===== src/design/obudf_pkg.sv =====
// obudf_pkg: shared constants and types of the obu header deframer
// depends on nothing; used by the interfaces, the input stage and the core

package obudf_pkg;

    localparam int OFFSET_BITS_DEF    = 48;
    localparam int MAX_SIZE_BYTES_DEF = 9;
    localparam int CFG_BITS           = 48;
    localparam int COUNT_BITS         = 4;

    localparam logic [2:0] ST_OK             = 3'd0;
    localparam logic [2:0] ST_FORBIDDEN      = 3'd1;
    localparam logic [2:0] ST_TRUNC_EXT      = 3'd2;
    localparam logic [2:0] ST_BAD_SIZE       = 3'd3;
    localparam logic [2:0] ST_TRUNC_PAYLOAD  = 3'd4;

    localparam logic [3:0] OBU_FRAME_HEADER = 4'd3;
    localparam logic [3:0] OBU_FRAME        = 4'd6;

    typedef struct packed {
        logic [7:0] data_byte;
        logic       end_of_buffer;
    } in_word_t;

endpackage


===== src/design/obudf_if.sv =====
// obudf_if: byte, record and configuration channels of the obu header deframer
// depends on obudf_pkg

interface obudf_byte_if;
    logic       valid;
    logic       ready;
    logic [7:0] data_byte;
    logic       end_of_buffer;

    modport source (output valid, output data_byte, output end_of_buffer, input ready);
    modport sink (input valid, input data_byte, input end_of_buffer, output ready);
endinterface

interface obudf_obu_if #(
    parameter int OFFSET_BITS = obudf_pkg::OFFSET_BITS_DEF
);
    logic                   valid;
    logic                   ready;
    logic [2:0]             status;
    logic [OFFSET_BITS-1:0] obu_offset;
    logic [OFFSET_BITS-1:0] obu_total_length;
    logic [3:0]             obu_kind;
    logic                   size_field_present;
    logic                   extension_present;
    logic [2:0]             temporal_layer;
    logic [1:0]             spatial_layer;
    logic                   frame_info_valid;
    logic                   existing_frame;
    logic [1:0]             picture_type;
    logic                   show_flag;

    modport source (
        output valid, input ready,
        output status, output obu_offset, output obu_total_length, output obu_kind,
        output size_field_present, output extension_present, output temporal_layer,
        output spatial_layer, output frame_info_valid, output existing_frame,
        output picture_type, output show_flag
    );
    modport sink (
        input valid, output ready,
        input status, input obu_offset, input obu_total_length, input obu_kind,
        input size_field_present, input extension_present, input temporal_layer,
        input spatial_layer, input frame_info_valid, input existing_frame,
        input picture_type, input show_flag
    );
endinterface

interface obudf_cfg_if;
    logic                          valid;
    logic                          ready;
    logic [obudf_pkg::CFG_BITS-1:0] base_offset;

    modport source (output valid, output base_offset, input ready);
    modport sink (input valid, input base_offset, output ready);
endinterface


===== src/design/obudf_in_stage.sv =====
// obudf_in_stage: input register of the byte stream
// depends on obudf_pkg and obudf_if

module obudf_in_stage (
    input  logic                clk,
    input  logic                rst_n,
    obudf_byte_if.sink          stream,
    input  logic                take,
    output logic                word_valid,
    output obudf_pkg::in_word_t word
);

    logic                valid_reg;
    logic                valid_next;
    obudf_pkg::in_word_t word_reg;
    logic                load;

    assign stream.ready = !valid_reg || take;
    assign load         = stream.valid && stream.ready;

    always_comb
    begin
        valid_next = valid_reg;
        if (load)
        begin
            valid_next = 1'b1;
        end
        else if (take)
        begin
            valid_next = 1'b0;
        end
    end

    always_ff @(posedge clk or negedge rst_n)
    begin
        if (!rst_n)
        begin
            valid_reg <= 1'b0;
        end
        else
        begin
            valid_reg <= valid_next;
        end
    end

    always_ff @(posedge clk)
    begin
        if (load)
        begin
            word_reg.data_byte     <= stream.data_byte;
            word_reg.end_of_buffer <= stream.end_of_buffer;
        end
    end

    assign word_valid = valid_reg;
    assign word       = word_reg;

endmodule


===== src/design/obudf_core.sv =====
// obudf_core: obu parse state, base offset register and result register
// depends on obudf_pkg and obudf_if

module obudf_core #(
    parameter int OFFSET_BITS    = obudf_pkg::OFFSET_BITS_DEF,
    parameter int MAX_SIZE_BYTES = obudf_pkg::MAX_SIZE_BYTES_DEF
) (
    input  logic                clk,
    input  logic                rst_n,
    obudf_cfg_if.sink           cfg,
    input  logic                word_valid,
    input  obudf_pkg::in_word_t word,
    output logic                take,
    obudf_obu_if.source         records
);

    localparam int ACC_BITS = 7 * MAX_SIZE_BYTES;
    localparam int CB       = obudf_pkg::COUNT_BITS;

    typedef enum logic [2:0] {
        PH_HEADER,
        PH_EXT,
        PH_SIZE,
        PH_PAYLOAD,
        PH_TO_END,
        PH_SKIP
    } phase_t;

    logic [obudf_pkg::CFG_BITS-1:0] base_reg;

    phase_t                 phase_reg, phase_next;
    logic [OFFSET_BITS-1:0] pos_reg, pos_next;
    logic [OFFSET_BITS-1:0] start_reg, start_next;
    logic [10:0]            hf_reg, hf_next;
    logic [ACC_BITS-1:0]    acc_reg, acc_next;
    logic [CB-1:0]          cnt_reg, cnt_next;
    logic [ACC_BITS-1:0]    rem_reg, rem_next;
    logic [4:0]             fb_reg, fb_next;

    logic                   out_valid_reg, out_valid_next;
    logic [2:0]             status_reg, status_next;
    logic [OFFSET_BITS-1:0] offset_reg, offset_next;
    logic [OFFSET_BITS-1:0] length_reg, length_next;
    logic [10:0]            ohf_reg, ohf_next;
    logic [4:0]             ofb_reg, ofb_next;

    logic [7:0]             b;
    logic                   last;
    logic                   emit;
    logic                   err;
    logic [2:0]             code;
    logic [ACC_BITS-1:0]    lanes;
    logic                   frame_kind;

    assign cfg.ready = 1'b1;
    assign take      = word_valid && (!out_valid_reg || records.ready);
    assign b         = word.data_byte;
    assign last      = word.end_of_buffer;

    always_comb
    begin
        for (int i = 0; i < MAX_SIZE_BYTES; i++)
        begin
            lanes[7*i +: 7] = (cnt_reg == CB'(i)) ? b[6:0] : 7'd0;
        end
    end

    assign frame_kind = (hf_reg[3:0] inside {obudf_pkg::OBU_FRAME_HEADER, obudf_pkg::OBU_FRAME});

    always_comb
    begin
        phase_next = phase_reg;
        pos_next   = pos_reg;
        start_next = start_reg;
        hf_next    = hf_reg;
        acc_next   = acc_reg;
        cnt_next   = cnt_reg;
        rem_next   = rem_reg;
        fb_next    = fb_reg;
        emit       = 1'b0;
        err        = 1'b0;
        code       = obudf_pkg::ST_OK;

        case (phase_reg)
            PH_HEADER:
            begin
                start_next = pos_reg;
                acc_next   = '0;
                cnt_next   = '0;
                rem_next   = '0;
                fb_next    = '0;
                hf_next    = {5'd0, b[2], b[1], b[6:3]};
                if (b[7])
                begin
                    hf_next    = '0;
                    emit       = 1'b1;
                    err        = 1'b1;
                    code       = obudf_pkg::ST_FORBIDDEN;
                    phase_next = PH_SKIP;
                end
                else if (b[2])
                begin
                    emit       = last;
                    err        = 1'b1;
                    code       = obudf_pkg::ST_TRUNC_EXT;
                    phase_next = PH_EXT;
                end
                else if (b[1])
                begin
                    emit       = last;
                    err        = 1'b1;
                    code       = obudf_pkg::ST_BAD_SIZE;
                    phase_next = PH_SIZE;
                end
                else
                begin
                    emit       = last;
                    phase_next = PH_TO_END;
                end
            end
            PH_EXT:
            begin
                hf_next = hf_reg | {b[4:3], b[7:5], 6'd0};
                if (hf_reg[4])
                begin
                    emit       = last;
                    err        = 1'b1;
                    code       = obudf_pkg::ST_BAD_SIZE;
                    phase_next = PH_SIZE;
                end
                else
                begin
                    emit       = last;
                    phase_next = PH_TO_END;
                end
            end
            PH_SIZE:
            begin
                acc_next = acc_reg | lanes;
                cnt_next = cnt_reg + CB'(1);
                if (b[7])
                begin
                    if (last || (cnt_next >= CB'(MAX_SIZE_BYTES)))
                    begin
                        emit       = 1'b1;
                        err        = 1'b1;
                        code       = obudf_pkg::ST_BAD_SIZE;
                        phase_next = PH_SKIP;
                    end
                end
                else if (acc_next == '0)
                begin
                    emit       = 1'b1;
                    phase_next = PH_HEADER;
                end
                else if (last)
                begin
                    emit = 1'b1;
                    err  = 1'b1;
                    code = obudf_pkg::ST_TRUNC_PAYLOAD;
                end
                else
                begin
                    rem_next   = acc_next;
                    phase_next = PH_PAYLOAD;
                end
            end
            PH_PAYLOAD, PH_TO_END:
            begin
                if (!fb_reg[4] && frame_kind)
                begin
                    fb_next = b[7] ? 5'b11000 : {1'b1, 1'b0, b[6:5], b[4]};
                end
                if (phase_reg == PH_PAYLOAD)
                begin
                    rem_next = rem_reg - ACC_BITS'(1);
                    if (rem_next == '0)
                    begin
                        emit       = 1'b1;
                        phase_next = PH_HEADER;
                    end
                    else if (last)
                    begin
                        emit = 1'b1;
                        err  = 1'b1;
                        code = obudf_pkg::ST_TRUNC_PAYLOAD;
                    end
                end
                else
                begin
                    emit = last;
                end
            end
            default:
            begin
            end
        endcase

        if (last)
        begin
            phase_next = PH_HEADER;
            pos_next   = '0;
        end
        else
        begin
            pos_next = pos_reg + OFFSET_BITS'(1);
        end
    end

    always_comb
    begin
        out_valid_next = out_valid_reg;
        status_next    = status_reg;
        offset_next    = offset_reg;
        length_next    = length_reg;
        ohf_next       = ohf_reg;
        ofb_next       = ofb_reg;
        if (take && emit)
        begin
            out_valid_next = 1'b1;
            status_next    = err ? code : obudf_pkg::ST_OK;
            offset_next    = OFFSET_BITS'(base_reg) + start_next;
            length_next    = err ? '0 : (pos_reg - start_next + OFFSET_BITS'(1));
            ohf_next       = err ? '0 : hf_next;
            ofb_next       = err ? '0 : fb_next;
        end
        else if (records.ready)
        begin
            out_valid_next = 1'b0;
        end
    end

    always_ff @(posedge clk or negedge rst_n)
    begin
        if (!rst_n)
        begin
            base_reg      <= '0;
            phase_reg     <= PH_HEADER;
            pos_reg       <= '0;
            start_reg     <= '0;
            hf_reg        <= '0;
            acc_reg       <= '0;
            cnt_reg       <= '0;
            rem_reg       <= '0;
            fb_reg        <= '0;
            out_valid_reg <= 1'b0;
        end
        else
        begin
            if (cfg.valid)
            begin
                base_reg <= cfg.base_offset;
            end
            if (take)
            begin
                phase_reg <= phase_next;
                pos_reg   <= pos_next;
                start_reg <= start_next;
                hf_reg    <= hf_next;
                acc_reg   <= acc_next;
                cnt_reg   <= cnt_next;
                rem_reg   <= rem_next;
                fb_reg    <= fb_next;
            end
            out_valid_reg <= out_valid_next;
        end
    end

    always_ff @(posedge clk)
    begin
        status_reg <= status_next;
        offset_reg <= offset_next;
        length_reg <= length_next;
        ohf_reg    <= ohf_next;
        ofb_reg    <= ofb_next;
    end

    assign records.valid              = out_valid_reg;
    assign records.status             = status_reg;
    assign records.obu_offset         = offset_reg;
    assign records.obu_total_length   = length_reg;
    assign records.obu_kind           = ohf_reg[3:0];
    assign records.size_field_present = ohf_reg[4];
    assign records.extension_present  = ohf_reg[5];
    assign records.temporal_layer     = ohf_reg[8:6];
    assign records.spatial_layer      = ohf_reg[10:9];
    assign records.frame_info_valid   = ofb_reg[4];
    assign records.existing_frame     = ofb_reg[3];
    assign records.picture_type       = ofb_reg[2:1];
    assign records.show_flag          = ofb_reg[0];

endmodule


===== src/design/av1_obu_header_deframer_top.sv =====
// av1_obu_header_deframer_top: top level of the obu header deframer
// depends on obudf_pkg, obudf_if, obudf_in_stage and obudf_core

// Takes one bitstream byte per cycle and gives one record per finished OBU
// (or one error record per buffer). A byte passes an input register and the
// parse logic, and its record, if any, is loaded into the result register
// as the core takes the byte; throughput is one byte every cycle for as
// long as records are taken when offered, and a record waiting in the result
// register holds back the next byte until the record is taken.
// The user must write base_offset only while no byte is in flight; the block does not enforce this.

module av1_obu_header_deframer_top #(
    parameter int OFFSET_BITS    = obudf_pkg::OFFSET_BITS_DEF,
    parameter int MAX_SIZE_BYTES = obudf_pkg::MAX_SIZE_BYTES_DEF
) (
    input  logic        clk,
    input  logic        rst_n,
    obudf_cfg_if.sink   cfg,
    obudf_byte_if.sink  stream,
    obudf_obu_if.source records
);

    logic                word_valid;
    obudf_pkg::in_word_t word;
    logic                take;

    obudf_in_stage u_in_stage (
        .clk        (clk),
        .rst_n      (rst_n),
        .stream     (stream),
        .take       (take),
        .word_valid (word_valid),
        .word       (word)
    );

    obudf_core #(
        .OFFSET_BITS    (OFFSET_BITS),
        .MAX_SIZE_BYTES (MAX_SIZE_BYTES)
    ) u_core (
        .clk        (clk),
        .rst_n      (rst_n),
        .cfg        (cfg),
        .word_valid (word_valid),
        .word       (word),
        .take       (take),
        .records    (records)
    );

endmodule

===== src/flat_wrapper.sv =====
// flat-port wrapper written by rule: the top's interface ports become plain ports
module av1_obu_header_deframer_top_flat 
#(
    parameter int OFFSET_BITS    = obudf_pkg::OFFSET_BITS_DEF,
    parameter int MAX_SIZE_BYTES = obudf_pkg::MAX_SIZE_BYTES_DEF
)
  (clk, rst_n, cfg_valid, cfg_base_offset, cfg_ready, stream_valid, stream_data_byte, stream_end_of_buffer, stream_ready, records_valid, records_ready, records_status, records_obu_offset, records_obu_total_length, records_obu_kind, records_size_field_present, records_extension_present, records_temporal_layer, records_spatial_layer, records_frame_info_valid, records_existing_frame, records_picture_type, records_show_flag);
  obudf_cfg_if cfg_i ();
  obudf_byte_if stream_i ();
  obudf_obu_if #(.OFFSET_BITS(OFFSET_BITS)) records_i ();
  input  logic clk;
  input  logic rst_n;
  input wire logic [$bits(cfg_i.valid)-1:0] cfg_valid;
  input wire logic [$bits(cfg_i.base_offset)-1:0] cfg_base_offset;
  output wire logic [$bits(cfg_i.ready)-1:0] cfg_ready;
  input wire logic [$bits(stream_i.valid)-1:0] stream_valid;
  input wire logic [$bits(stream_i.data_byte)-1:0] stream_data_byte;
  input wire logic [$bits(stream_i.end_of_buffer)-1:0] stream_end_of_buffer;
  output wire logic [$bits(stream_i.ready)-1:0] stream_ready;
  output wire logic [$bits(records_i.valid)-1:0] records_valid;
  input wire logic [$bits(records_i.ready)-1:0] records_ready;
  output wire logic [$bits(records_i.status)-1:0] records_status;
  output wire logic [$bits(records_i.obu_offset)-1:0] records_obu_offset;
  output wire logic [$bits(records_i.obu_total_length)-1:0] records_obu_total_length;
  output wire logic [$bits(records_i.obu_kind)-1:0] records_obu_kind;
  output wire logic [$bits(records_i.size_field_present)-1:0] records_size_field_present;
  output wire logic [$bits(records_i.extension_present)-1:0] records_extension_present;
  output wire logic [$bits(records_i.temporal_layer)-1:0] records_temporal_layer;
  output wire logic [$bits(records_i.spatial_layer)-1:0] records_spatial_layer;
  output wire logic [$bits(records_i.frame_info_valid)-1:0] records_frame_info_valid;
  output wire logic [$bits(records_i.existing_frame)-1:0] records_existing_frame;
  output wire logic [$bits(records_i.picture_type)-1:0] records_picture_type;
  output wire logic [$bits(records_i.show_flag)-1:0] records_show_flag;
  assign cfg_i.valid = cfg_valid;
  assign cfg_i.base_offset = cfg_base_offset;
  assign cfg_ready = cfg_i.ready;
  assign stream_i.valid = stream_valid;
  assign stream_i.data_byte = stream_data_byte;
  assign stream_i.end_of_buffer = stream_end_of_buffer;
  assign stream_ready = stream_i.ready;
  assign records_valid = records_i.valid;
  assign records_i.ready = records_ready;
  assign records_status = records_i.status;
  assign records_obu_offset = records_i.obu_offset;
  assign records_obu_total_length = records_i.obu_total_length;
  assign records_obu_kind = records_i.obu_kind;
  assign records_size_field_present = records_i.size_field_present;
  assign records_extension_present = records_i.extension_present;
  assign records_temporal_layer = records_i.temporal_layer;
  assign records_spatial_layer = records_i.spatial_layer;
  assign records_frame_info_valid = records_i.frame_info_valid;
  assign records_existing_frame = records_i.existing_frame;
  assign records_picture_type = records_i.picture_type;
  assign records_show_flag = records_i.show_flag;
  av1_obu_header_deframer_top #(.OFFSET_BITS(OFFSET_BITS), .MAX_SIZE_BYTES(MAX_SIZE_BYTES)) u_core (.clk(clk), .rst_n(rst_n), .cfg(cfg_i), .stream(stream_i), .records(records_i));
endmodule

===== config.mk =====
export PLATFORM = sky130hd
export DESIGN_NAME = av1_obu_header_deframer_top_flat
export DESIGN_NICKNAME = d
export VERILOG_FILES = /design/src/design/obudf_pkg.sv /design/src/design/obudf_if.sv /design/src/design/obudf_in_stage.sv /design/src/design/obudf_core.sv /design/src/design/av1_obu_header_deframer_top.sv /design/src/flat_wrapper.sv
export SDC_FILE = /design/constraint.sdc
export NUM_CORES = 1
export LEC_CHECK = 0
export BUFFER_PORTS_ARGS = -buffer_cell sky130_fd_sc_hd__buf_2
export CAP_MARGIN = 20
export CORE_UTILIZATION = 30
export DETAILED_ROUTE_END_ITERATION = 10
export PLACE_DENSITY_LB_ADDON = 0.2
export SYNTH_ARGS = -nofsm -noshare
export SYNTH_HDL_FRONTEND = slang
export SYNTH_SLANG_ARGS = --single-unit

===== constraint.sdc =====
create_clock -name clk -period 11.89 [get_ports clk]
set_input_delay 0.5945 -clock clk [delete_from_list [all_inputs] [get_ports clk]]
set_output_delay 0.5945 -clock clk [all_outputs]
set_load 0.01 [all_outputs]

==> Word-level counts from Yosys, hierarchy flattened <==
Cells that the tools add are included.
{ "totals": {"reg_bits": 419} }
{ "classes": {"n_eq_ne": 21, "n_reduce_logical": 24, "n_bitwise": 2, "muxes": 66, "addsub": 6, "n_lt_le_gt_ge": 1} }
{ "ops": {"columns": ["op", "n"], "rows": [
  ["two-way mux 63 bit", 4],
  ["one-hot mux 63 bit (3 select lines)", 1],
  ["zero test 63 bit", 2],
  ["one-hot mux 63 bit (2 select lines)", 1],
  ["adder 48 x 1 -> 48 bit (second input constant)", 2],
  ["two-way mux 48 bit", 2],
  ["two-way mux 7 bit", 9],
  ["OR 63 bit", 1],
  ["subtractor 63 x 1 -> 63 bit (second input constant)", 1],
  ["adder 48 bit", 1],
  ["subtractor 48 bit", 1],
  ["two-way mux 3 bit", 14],
  ["one-hot mux 3 bit (4 select lines)", 2],
  ["one-hot mux 11 bit (2 select lines)", 1],
  ["equality test 4 x 3 -> 1 bit (second input constant)", 5],
  ["two-way mux 1 bit", 19],
  ["equality test 4 x 2 -> 1 bit (second input constant)", 3],
  ["two-way mux 2 bit", 6],
  ["OR 11 bit", 1],
  ["one-hot mux 5 bit (2 select lines)", 1],
  ["!= test 2 bit (second input constant)", 4],
  ["one-hot mux 1 bit (4 select lines)", 2],
  ["one-hot mux 4 bit (2 select lines)", 1],
  ["nonzero test 2 bit", 4],
  ["other kinds (23)", 32]
]} }

==> Longest topological paths before layout <==
{ "depth": {"depth_word": 9, "depth_mapped": 21, "ltp_nobuf": 19} }

==> Cells and area by module <==
From an unflattened synthesis, not the netlist that was laid out.
{ "hier_totals": {"hier_cells": 2664, "area_unflattened_um2": 25064.0} }
{ "by_module_without_submodules": {"columns": ["module", "instances", "area_per_inst_um2", "cells_each"], "rows": [
  ["obudf_core", 1, 24740.0, 2651],
  ["obudf_in_stage", 1, 324.1, 13]
]} }

==> Worst setup path after synthesis <==
Ideal clock, no wire load.
{ "synth_timing": {"kind": "register -> register", "startpoint": "register u_core.u_core.rem_reg[3]", "endpoint": "register u_core.u_core.ofb_reg[0] (enable)", "period_less_slack_ns": 8.854, "arrival_ns": 8.259, "n_path_buf": 4, "setup_slack_ns": 3.036, "stages_incl_launch_ff": 15, "cell_sequence": "dfrtp_1 -> buf_6 -> or4_4 -> buf_6 -> nand4bb_1 -> clkbuf_1 -> or4_1 -> clkbuf_1 -> xor2_1 -> nand4_1 -> or4_1 -> or4_4 -> nor3_4 -> nand3_1 -> a221oi_2"} }
{ "synth_via": {"elab_chain_len": 6} }
{ "synth_rtl": {"columns": ["element", "line_no", "text"], "rows": [
  ["from (decl)", "obudf_core.sv:37", "logic [ACC_BITS-1:0] rem_reg, rem_next;"],
  ["from (signal assigned)", "obudf_core.sv:262", "rem_reg <= rem_next;"],
  ["subtractor 63 x 1 -> 63 bit", "obudf_core.sv:176", "rem_next = rem_reg - ACC_BITS'(1);"],
  ["zero test 63 bit", "obudf_core.sv:177", "if (rem_next == '0)"],
  ["two-way mux 1 bit", "obudf_core.sv:177", null],
  ["two-way mux 1 bit", "obudf_core.sv:174", "if (phase_reg == PH_PAYLOAD)"],
  ["one-hot mux 1 bit (4 select lines)", "obudf_core.sv:84", "case (phase_reg)"],
  ["logical AND 1 bit", "obudf_core.sv:218", "if (take && emit)"],
  ["to (signal assigned)", "obudf_core.sv:275", "ofb_reg <= ofb_next;"],
  ["to (decl)", "obudf_core.sv:45", "logic [4:0] ofb_reg, ofb_next;"]
]} }
No other way between the ends.
A chain may end at the register's enable or synchronous reset.

==> Final worst setup path <==
{ "layout_timing": {"startpoint": "register u_core.u_core.phase_reg[1]", "endpoint": "register u_core.u_core.length_reg[45] (netlist: u_core.u_core.records.obu_total_length[45]) (data pin)"} }
{ "layout_via": {"elab_chain_len": 4, "word_cells_on_any_way": 11} }
{ "layout_rtl": {"columns": ["element", "line_no", "text"], "rows": [
  ["from (decl)", "obudf_core.sv:31", "phase_t phase_reg, phase_next;"],
  ["from (signal assigned)", "obudf_core.sv:256", "phase_reg <= phase_next;"],
  ["zero test 3 bit", "obudf_core.sv:84", null],
  ["two-way mux 48 bit", "obudf_core.sv:84", null],
  ["named net u_core.u_core.start_next[1]", "obudf_core.sv:33", "logic [OFFSET_BITS-1:0] start_reg, start_next;"],
  ["subtractor 48 bit", "obudf_core.sv:223", "length_next = err ? '0 : (pos_reg - start_next + OFFSET_BITS'(1));"],
  ["adder 48 x 1 -> 48 bit", "obudf_core.sv:223", null],
  ["to (signal assigned)", "obudf_core.sv:273", "length_reg <= length_next;"],
  ["to (decl)", "obudf_core.sv:43", "logic [OFFSET_BITS-1:0] length_reg, length_next;"]
]} }
The timed path passes the listed nets, and every way through them passes these cells.

==> out/results.ini <==
[status]
status = complete, but fails checks
violations = hold timing

[die]
initial_utilization_pct = 30.3
num_io_pins = 180
die_height_um = 290
core_area_um2 = 82000
row_count = 105
dieArea_um2 = 84000
die_w_um = 290

[critical_path]
crit_buf_inv = 3
cp-start-kind = flip-flop
startpoint = u_core.u_core.phase_reg[1]
path_common_cell = inv_1
cpLargestDelayFamily = simple AND/OR/NAND/NOR gates
worstPathMaxFanout = 22
crit_arrival_ns = 6.46
critPathRequiredTime_ns = 12.23
cp_cell_sequence = or3_1 -> mux2i_1 -> inv_1 -> ha_1 -> inv_1 -> ha_1 -> inv_1 -> fa_1 -> nor2b_1 -> o31ai_1 -> a31oi_1 -> a21oi_1 -> nor4_1 -> a211oi_1 -> o2111ai_1 -> nand2_1 -> o41ai_1 -> xnor2_1 -> nor2_1
worstSetupPathType = reg2reg
crit-reg2reg-launch = u_core.u_core.phase_reg[1]
slowest_delay_ns = 0.75
crit_path_top_delay_cell = dfrtp_1
cp-end-kind = flip-flop

[clocking]
root_buffer = clkbuf_16
cts_setup_buffers = 0
clk-insertion-delay-late_ns = 0.62
cts.sinks = 419
cts_made_buffers = 53
clockBufferDepth = 3
postCtsHoldBufs = 0
clkSlewWorstSetupHoldPaths_ns = 0.06
cts_resized = 0
h-tree-depth = 2
cts_tree = built

[yosys]
yosysMostFrequentCell = dfrtp_1
synth_edf_count = 124
yosysUniqueCellTypes = 76
yosysSeqAreaShare_pct = 44.7
synth_nets = 2829
ys_seq_elements = 419
syn_area_um2 = 24900
synth_area_leaders = dfrtp_1, edfxtp_1, ha_1, o21ai_0, a21oi_1
synthCells = 2618
ys_top_cells_by_count = dfrtp_1, o21ai_0, nand2_1
synth-main-ff-cell = dfrtp_1
syn_area_per_cell_um2 = 9.49
async_flop_share_pct = 70.4
synth_top_area_share_pct = 29.7
yosysTopAreaCell = dfrtp_1
ys_warn_count = 0

[pwr]
switching_share_pct = 41.1
intPower_w = 0.00386
power.share.clock_pct = 25.5
p_total_w = 0.00655
pwr-share-seq_pct = 32.0
leakagePower_nw = 12.8
vdd_drop_max_mv = 0.132
power_switching_w = 0.00269
cellPowerDensity_nw_per_um2 = 229
pwr-share-comb_pct = 42.5

[global_routing]
grt_antenna_before_repair = 0
grt_max_degree = 103
grt_usage_pct = 17.6
grt_pass1_wl_mm = 118
overflow = 0
grt_pass1_vias = 20262

[final_layout]
diodes = 0
fill_cells = 8282
drive_gt1_share_pct = 12.9
multi_input_area_um2 = 12900
final_cells = 3853
area_delta_synth_final_pct = 15.0
layout.area.seq_um2 = 11100
fin_nets = 2953

[drt]
final_antenna_net_count = 0
wl_per_cell_um = 19.4
drt-total-wl_mm = 74.9
first_pass_iters = 5
drt_iter0_drc = 1362
route.detailed.drc = 0
dr_total_vias = 20508
via_per_inst = 5.32

[placed_design]
routabilityCongestion = 0.890
hpwl_mm = 54.1
numPortBuffers = 178
pre_cts_ws_ns = 5.84
dp.cells = 3756

[timing]
tightestPinTransition_ns = 1.10
setup_tns_ns = 0
setup_violations = 0
maxSlewHeadroom_pct = 26.3
setup_slack_ns = 5.78
final.setup_skew_ns = 0.0227
finalCritPeriodShare_pct = 51.4
hold_viol_final = 2
slew_viol_final = 0
period_minus_slack_ns = 6.11
clock.fmax_mhz = 164
holdWs_ns = -0.00984
rsz0062_at_grt = false

[min_path]
hp-class = in2async

[flow_run]
drv_cap = 0

## kinds of logic (layout without fill, tap and decap cells)
logic type | Yosys count | after routing | share of synthesized area [%]
flip-flops | 419 | 419 | 44.7
multiplexers | 98 | 98 | 4.19
adder cells (fa/ha/maj) | 149 | 149 | 7.56
AO/OA/AOI/OAI | 752 | 752 | 18.7
AND/OR/NAND/NOR | 815 | 815 | 15.8
other | 1 | 1 | 0.0151
XOR/XNOR | 151 | 151 | 5.32
buffers and inverters | 233 | 398 | 3.74
## final timing paths
path	to	slack, ns	depth (start not counted)
max in group asynchronous	u_core.u_core.base_reg[1]	9.49	3
hold reg to reg	u_core.u_core.start_reg[19]	0.48	2
setup / recovery	u_core.u_core.records.obu_total_length[45]	5.78	19
setup reg to reg	u_core.u_core.records.obu_total_length[45]	5.78	19
hold / removal	u_core.u_core.rem_reg[16]	-0.01	1
min in group clk	u_core.u_in_stage.word[3]	0.16	1
## worst reg2reg max path, delay by kind of cell, from the launching register on
kind	cells	cell delay, ns
and+or+nand+nor	5	1.84
AOI/OAI and AO/OA	6	1.59
buffers and inverters	3	0.23
xor gates and xnor gates	1	0.17
muxes	1	0.41
DFF	1	0.75
adders and majority gates	3	0.84
## metrics by stage
stage / instance area (um2) / util, %
detailed placement: 26800 / 32.7
global placement: 26800 / 32.7
CTS: 28600 / 34.9
global route: 28600 / 34.9
floorplan: 24900 / -
finish: 28600 / 34.9
## power by group through the flow
stage,registers [W],logic [W],clock network (W)
5_1_grt,0.00213,0.00307,0.00178
3_3_place_gp,0.00211,0.00277,0
3_5_place_dp,0.00212,0.00279,0
4_1_cts,0.00209,0.00280,0.00172
6_report,0.00209,0.00278,0.00167
2_1_floorplan,0.00209,0.00192,0
## layout make-up
type	instances	share of cell area (%)
multi-input combinational	1966	45.0
sequential	419	38.8
clock buffer	73	5.33
tap	1070	4.68
timing repair buffer	204	3.88
inverter	98	1.29
clock inverter	23	0.989
## layout by cell type (no fill, tap or decap), types with 16 or more instances in the layout
cell type  instances
dfrtp_1          295
xor2_1            62
nor2b_1           35
mux2i_1           49
edfxtp_1         124
and2_1            16
o32ai_1           16
nor3_1            51
a21oi_1          212
o22ai_1           21
nand2b_1          24
nor2_1           216
nor4_1            32
o21ai_0          250
or3_1             26
or4_1             17
mux2_2            49
a22o_1            58
inv_1             98
a31oi_1           30
buf_2            177
xnor2_1           89
and3_1            21
nand2_1          243
nand4_1           41
ha_1             147
nand3_1           51
clkbuf_16         54
buf_4             25
a21o_1            50
## layer usage
layer / routed length [um] / GRT usage (%)
met3: 3450 / 2.46
met2: 34000 / 28.2
met5: 0 / 0
met4: 1960 / 5.25
met1: 35500 / 24.5
(Power assumes the default switching activity.)
